--- src/hw/rtl/sbe_pkg.sv ---
// Shared types and constants for the stack bytecode execute unit.
// Used by sbe_ctrl, sbe_dpath and the top level; no dependencies.
package sbe_pkg;

  localparam logic [5:0] OP_HALT  = 6'd0;
  localparam logic [5:0] OP_PUSH8 = 6'd1;
  localparam logic [5:0] OP_PUSH16 = 6'd2;
  localparam logic [5:0] OP_PUSH32 = 6'd3;
  localparam logic [5:0] OP_PUSHL = 6'd4;
  localparam logic [5:0] OP_POPL  = 6'd5;
  localparam logic [5:0] OP_JZ    = 6'd6;
  localparam logic [5:0] OP_JNZ   = 6'd7;
  localparam logic [5:0] OP_PJZ   = 6'd8;
  localparam logic [5:0] OP_PJNZ  = 6'd9;
  localparam logic [5:0] OP_JMP   = 6'd10;
  localparam logic [5:0] OP_CALL  = 6'd11;
  localparam logic [5:0] OP_RET   = 6'd12;
  localparam logic [5:0] OP_ISP   = 6'd13;
  localparam logic [5:0] OP_POP   = 6'd14;
  localparam logic [5:0] OP_INC   = 6'd15;
  localparam logic [5:0] OP_DEC   = 6'd16;
  localparam logic [5:0] OP_OR    = 6'd17;
  localparam logic [5:0] OP_XOR   = 6'd18;
  localparam logic [5:0] OP_AND   = 6'd19;
  localparam logic [5:0] OP_EQ    = 6'd20;
  localparam logic [5:0] OP_NE    = 6'd21;
  localparam logic [5:0] OP_LT    = 6'd22;
  localparam logic [5:0] OP_GT    = 6'd23;
  localparam logic [5:0] OP_LE    = 6'd24;
  localparam logic [5:0] OP_GE    = 6'd25;
  localparam logic [5:0] OP_SHL   = 6'd26;
  localparam logic [5:0] OP_SHR   = 6'd27;
  localparam logic [5:0] OP_ADD   = 6'd28;
  localparam logic [5:0] OP_SUB   = 6'd29;
  localparam logic [5:0] OP_MUL   = 6'd30;
  localparam logic [5:0] OP_DIV   = 6'd31;
  localparam logic [5:0] OP_MOD   = 6'd32;
  localparam logic [5:0] OP_LNOT  = 6'd33;
  localparam logic [5:0] OP_BNOT  = 6'd34;
  localparam logic [5:0] OP_NEG   = 6'd35;

  localparam logic [2:0] ST_RUN   = 3'd0;
  localparam logic [2:0] ST_HALT  = 3'd1;
  localparam logic [2:0] ST_UNDER = 3'd2;
  localparam logic [2:0] ST_OVER  = 3'd3;
  localparam logic [2:0] ST_DIVZ  = 3'd4;
  localparam logic [2:0] ST_INVAL = 3'd5;
  localparam logic [2:0] ST_BUILT = 3'd6;
  localparam logic [2:0] ST_CSOVF = 3'd7;

  // Controller to datapath command.
  typedef struct packed {
    logic load;    // latch input beat, set up reads
    logic check;   // evaluate fault checks and read stack operands
    logic exec;    // first execute step
    logic copy;    // one call argument copy step
    logic div_go;  // one divider step
    logic commit;  // write back, form result
  } sbe_cmd_t;

  // Datapath to controller status.
  typedef struct packed {
    logic fault;     // item stops (error or halt) at check
    logic is_call;   // item is a call with arguments to move
    logic is_div;    // item needs the divider
    logic copy_done; // last argument moved
    logic div_done;  // quotient ready
  } sbe_stat_t;

endpackage

--- src/hw/rtl/sbe_ctrl.sv ---
// Sequencing controller for the stack bytecode execute unit.
// Depends on sbe_pkg for the command and status structs.
module sbe_ctrl
  import sbe_pkg::*;
(
  input  logic      clk,
  input  logic      rst_n,
  input  logic      in_fire,
  input  logic      out_free,
  input  sbe_stat_t stat,
  output sbe_cmd_t  cmd,
  output logic      busy
);

  typedef enum logic [6:0] {
    S_IDLE  = 7'b0000001,
    S_READ  = 7'b0000010,
    S_CHECK = 7'b0000100,
    S_COPY  = 7'b0001000,
    S_DIV   = 7'b0010000,
    S_EXEC  = 7'b0100000,
    S_DONE  = 7'b1000000
  } sbe_state_t;

  sbe_state_t state_r, state_nxt;

  always_comb begin
    state_nxt = state_r;
    cmd = '0;
    case (state_r)
      S_IDLE: begin
        if (in_fire) begin
          cmd.load = 1'b1;
          state_nxt = S_READ;
        end
      end
      S_READ: state_nxt = S_CHECK;
      S_CHECK: begin
        cmd.check = 1'b1;
        if (stat.fault) state_nxt = S_DONE;
        else if (stat.is_call) state_nxt = S_COPY;
        else if (stat.is_div) state_nxt = S_DIV;
        else state_nxt = S_EXEC;
      end
      S_COPY: begin
        cmd.copy = 1'b1;
        if (stat.copy_done) state_nxt = S_EXEC;
      end
      S_DIV: begin
        cmd.div_go = 1'b1;
        if (stat.div_done) state_nxt = S_EXEC;
      end
      S_EXEC: begin
        cmd.exec = 1'b1;
        state_nxt = S_DONE;
      end
      S_DONE: begin
        if (out_free) begin
          cmd.commit = 1'b1;
          state_nxt = S_IDLE;
        end
      end
      default: state_nxt = S_IDLE;
    endcase
  end

  always_ff @(posedge clk) begin
    if (!rst_n) state_r <= S_IDLE;
    else state_r <= state_nxt;
  end

  assign busy = (state_r != S_IDLE);

  a_onehot: assert property (@(posedge clk) disable iff (!rst_n) $onehot(state_r))
    else $error("controller state not one-hot");
  a_load_idle: assert property (@(posedge clk) disable iff (!rst_n)
    cmd.load |-> state_r == S_IDLE) else $error("load outside idle");
  a_read_next: assert property (@(posedge clk) disable iff (!rst_n)
    state_r == S_READ |=> state_r == S_CHECK) else $error("read not followed by check");

endmodule

--- config.mk ---
export PLATFORM = sky130hd
export DESIGN_NAME = sbe_ctrl
export DESIGN_NICKNAME = d
export VERILOG_FILES = /design/src/hw/rtl/sbe_pkg.sv /design/src/hw/rtl/sbe_ctrl.sv
export SDC_FILE = /design/constraint.sdc
export NUM_CORES = 1
export LEC_CHECK = 0
export BUFFER_PORTS_ARGS = -buffer_cell sky130_fd_sc_hd__buf_2
export CAP_MARGIN = 10
export CORE_AREA = 4 4 41 43
export CTS_CLUSTER_DIAMETER = 200
export DETAILED_ROUTE_END_ITERATION = 10
export DIE_AREA = 0 0 45 47
export PLACE_DENSITY_LB_ADDON = 0.15
export SYNTH_ARGS = -nofsm -noshare
export SYNTH_HDL_FRONTEND = slang
export SYNTH_SLANG_ARGS = --single-unit
--- constraint.sdc ---
create_clock -name clk -period 1.95 [get_ports clk]
set_input_delay 0.0975 -clock clk [delete_from_list [all_inputs] [get_ports clk]]
set_output_delay 0.0975 -clock clk [all_outputs]
set_load 0.01 [all_outputs]
==> flow_summary_export.csv <==
group,metric,value,unit
yosys,yosysMostFrequentCell,"dfxtp_1",
floorplan,fp.coreArea,1301,um^2
finish,multi_input_area,342.8,um^2
floorplan,start_util,0.3856,
routing,dr.pass1.iters,4,
timing,setup_tns,0,ns
floorplan,dieArea,2115,um^2
timing,min_period,1.614,ns
global_route,antenna_found_initial,0,
yosys,synth_top_area_frac,0.2793,
routing,vias,490,
yosys,synth.area.mux_share,0,
placed_design,placedCellCount,89,
finish,largest_reg_flops,7,
global_route,grtUsageTotal,0.1277,
finish,layout-drive-gt1-share,0.3462,
timing,hold_viol,0,
pwr,leakagePower,0.2540,nW
routing,viasPerCell,5.269,
timing,slew_headroom,0.6397,
run,drv_cap,0,
finish,nFillCells,134,
yosys,ys_seq_area_frac,0.2793,
finish,final_nets,88,
timing,fin_crit_sh,0.8276,
clocking,cts_resized,0,
yosys,yosys_warnings,0,
yosys,synthSimpleGateAreaFrac,0.4913,
critical_path,crit_path_max_fanout,9,
clocking,htree_levels,1,
global_route,grt_pass1_wl,1904,um
critical_path,cp-end-kind,"flip-flop",
clocking,numCtsBuffers,3,
critical_path,cp.required,2.12,ns
status,status,"complete, no violations",
critical_path,setup.worst_path.class,"flip-flop to flip-flop",
routing,routed_wl,1104,um
yosys,ys_ff_latch,7,
yosys,synth_xor_area_frac,0,
timing,drv_slew,0,
global_route,grtUsageMet1,0.1609,
yosys,synthTopCellsByArea,"dfxtp_1 (28%), nor4b_4 (4.7%), nor3_1 (4.0%), o21ai_0 (4.0%), nand2b_1 (3.7%)",
placed_design,port_buffers,15,
placed_design,routabilityCongestion,0.7552,
critical_path,cp.arrival,1.79,ns
routing,drc_errors,0,
pwr,peakVddDrop,0.3624,mV
clocking,cts_tree,"built",
global_route,met2_usage,0.1949,
clocking,clock_latency,0.26,ns
global_route,overflow,0,
global_route,grt_pass1_vias,461,
worst_hold_path,worstHoldPathType,"input pin to flip-flop",
clocking,clk_pin_slew,0.06,ns
clocking,clockBufferDepth,2,
yosys,syn_inst,60,
clocking,post-cts-setup-buffers,0,
yosys,synth_area_per_cell,8.362,um^2
timing,rsz0062_at_grt,"no",
yosys,synth_top_family_by_area,"simple AND/OR/NAND/NOR gates",
floorplan,die_h,47,um
finish,top_register,"state_r",
yosys,synth-compound-area-share,0.1920,
finish,seq_area,140.1,um^2
yosys,async_flop_share,0,
finish,finalNonFillerCells,93,
routing,ant_nets,0,
finish,antenna_cells,0,
global_route,grt.met3_usage,0.07280,
yosys,synth_adder_area_share,0,
floorplan,dieWidth,45,um
yosys,synth_nets,69,
timing,whs,0.09511,ns
clocking,holdBufCountCts,0,
global_route,busiest_layer,"met2",
critical_path,startpoint_type,"flip-flop",
placed_design,dp_hpwl,875.3,um
timing,worst_pin_slew,0.5355,ns
routing,drtIter0Drc,8,
finish,biggestRegsByFlops,"state_r (7)",
timing,setup_viol,0,
yosys,ys_types,32,
yosys,yosys.area.top_type,"dfxtp_1",
clocking,cts-root-buf,"clkbuf_4",
floorplan,num_rows,13,
finish,syn2layout_area_growth,21.70,%
timing,fmax,619.6,MHz
yosys,synth_ff_type,"dfxtp_1",
clocking,clock_sinks,7,
timing,fin_skew,0.004467,ns
pwr,p_per_area,582.5,nW/um^2
yosys,synth_edf_count,0,
floorplan,pin_count,16,
yosys,synth_area,501.7,um^2
routing,wire_per_inst,11.87,um
global_route,grt_max_degree,10,
yosys,synth_common_cells,"dfxtp_1 (7), nor2_1 (5), nor3_1 (4), o21ai_0 (4)",
==> cell usage in the layout (no fill, tap or decap), drive strengths merged <==
cell	count
nor3b	1
a21boi	1
o21a	2
and4	1
a22o	1
o22ai	1
nor3	5
a221oi	1
nand2b	3
nor2	5
and3	3
or3	1
nor4b	2
nand3	1
a21oi	3
nand2	4
inv	2
nor4	2
o21ai	4
nor2b	2
clkbuf	4
nand4b	1
and2b	1
a21o	1
and2	2
buf	15
or4	2
dfxtp	7
==> final timing paths <==
| check | start | end | cells past startpoint | slack (ns) |
|---|---|---|---|---|
| max | state_r[6]$_SDFFE_PN0P_ | state_r[5]$_SDFFE_PN0P_ | 4 | 0.34 |
| min | in_fire | state_r[1]$_SDFFE_PN0P_ | 2 | 0.1 |
| max reg2reg | state_r[6]$_SDFFE_PN0P_ | state_r[5]$_SDFFE_PN0P_ | 4 | 0.34 |
| min reg2reg | state_r[1]$_SDFFE_PN0P_ | state_r[3]$_SDFFE_PN0P_ | 3 | 0.72 |
==> metal layers <==
metal	share of wire	vias to the layer above	routed length [um]
met4	0	0	0
met3	0.073	0	81
met2	0.46	12	506
met1	0.47	211	516
li1	-	267	-
met5	0	-	0
==> area by class of cell <==
| type | count | share of cell area |
|---|---|---|
| clock buffers | 4 | 0.04303 |
| inverters | 2 | 0.01230 |
| multi-input cells | 50 | 0.5615 |
| flip-flops and latches | 7 | 0.2295 |
| well taps | 15 | 0.03074 |
| repair buffers | 15 | 0.1230 |
==> worst max-delay path, stage by stage (launching register included) <==
cell	delay, ns
dfxtp_1	0.40
nor3_4	0.34
nand2_2	0.11
or4_4	0.43
a221oi_2	0.26
==> per-stage QoR <==
| stage | power, mW | instance area [um^2] | utilization | setup WS [ns] |
|---|---|---|---|---|
| final | 0.3557 | 610.6 | 0.4692 | 0.3361 |
| after detailed placement | 0.2201 | 584.3 | 0.4490 | 0.3562 |
| after CTS | 0.3672 | 610.6 | 0.4692 | 0.3359 |
| after global placement | 0.2207 | 584.3 | 0.4490 | 0.3870 |
| after global routing | 0.3821 | 610.6 | 0.4692 | 0.2085 |
| after floorplan | 0.1959 | 501.7 | - | 0.4627 |
==> kinds of logic (layout without fill, tap and decap cells) <==
logic type,after synthesis,in the layout
flip-flops,7,7
buffers and inverters,3,21
AO/OA/AOI/OAI,14,14
AND/OR/NAND/NOR,36,36
==> power breakdown <==
part / leakage (nW) / internal, mW / switching [mW]
Sequential: 0.0569 / 0.148 / 0.00825
Clock: 0.0150 / 0.0785 / 0.0602
Combinational: 0.182 / 0.0293 / 0.0316
Total: 0.254 / 0.256 / 0.100
(Power assumes the default switching activity.)
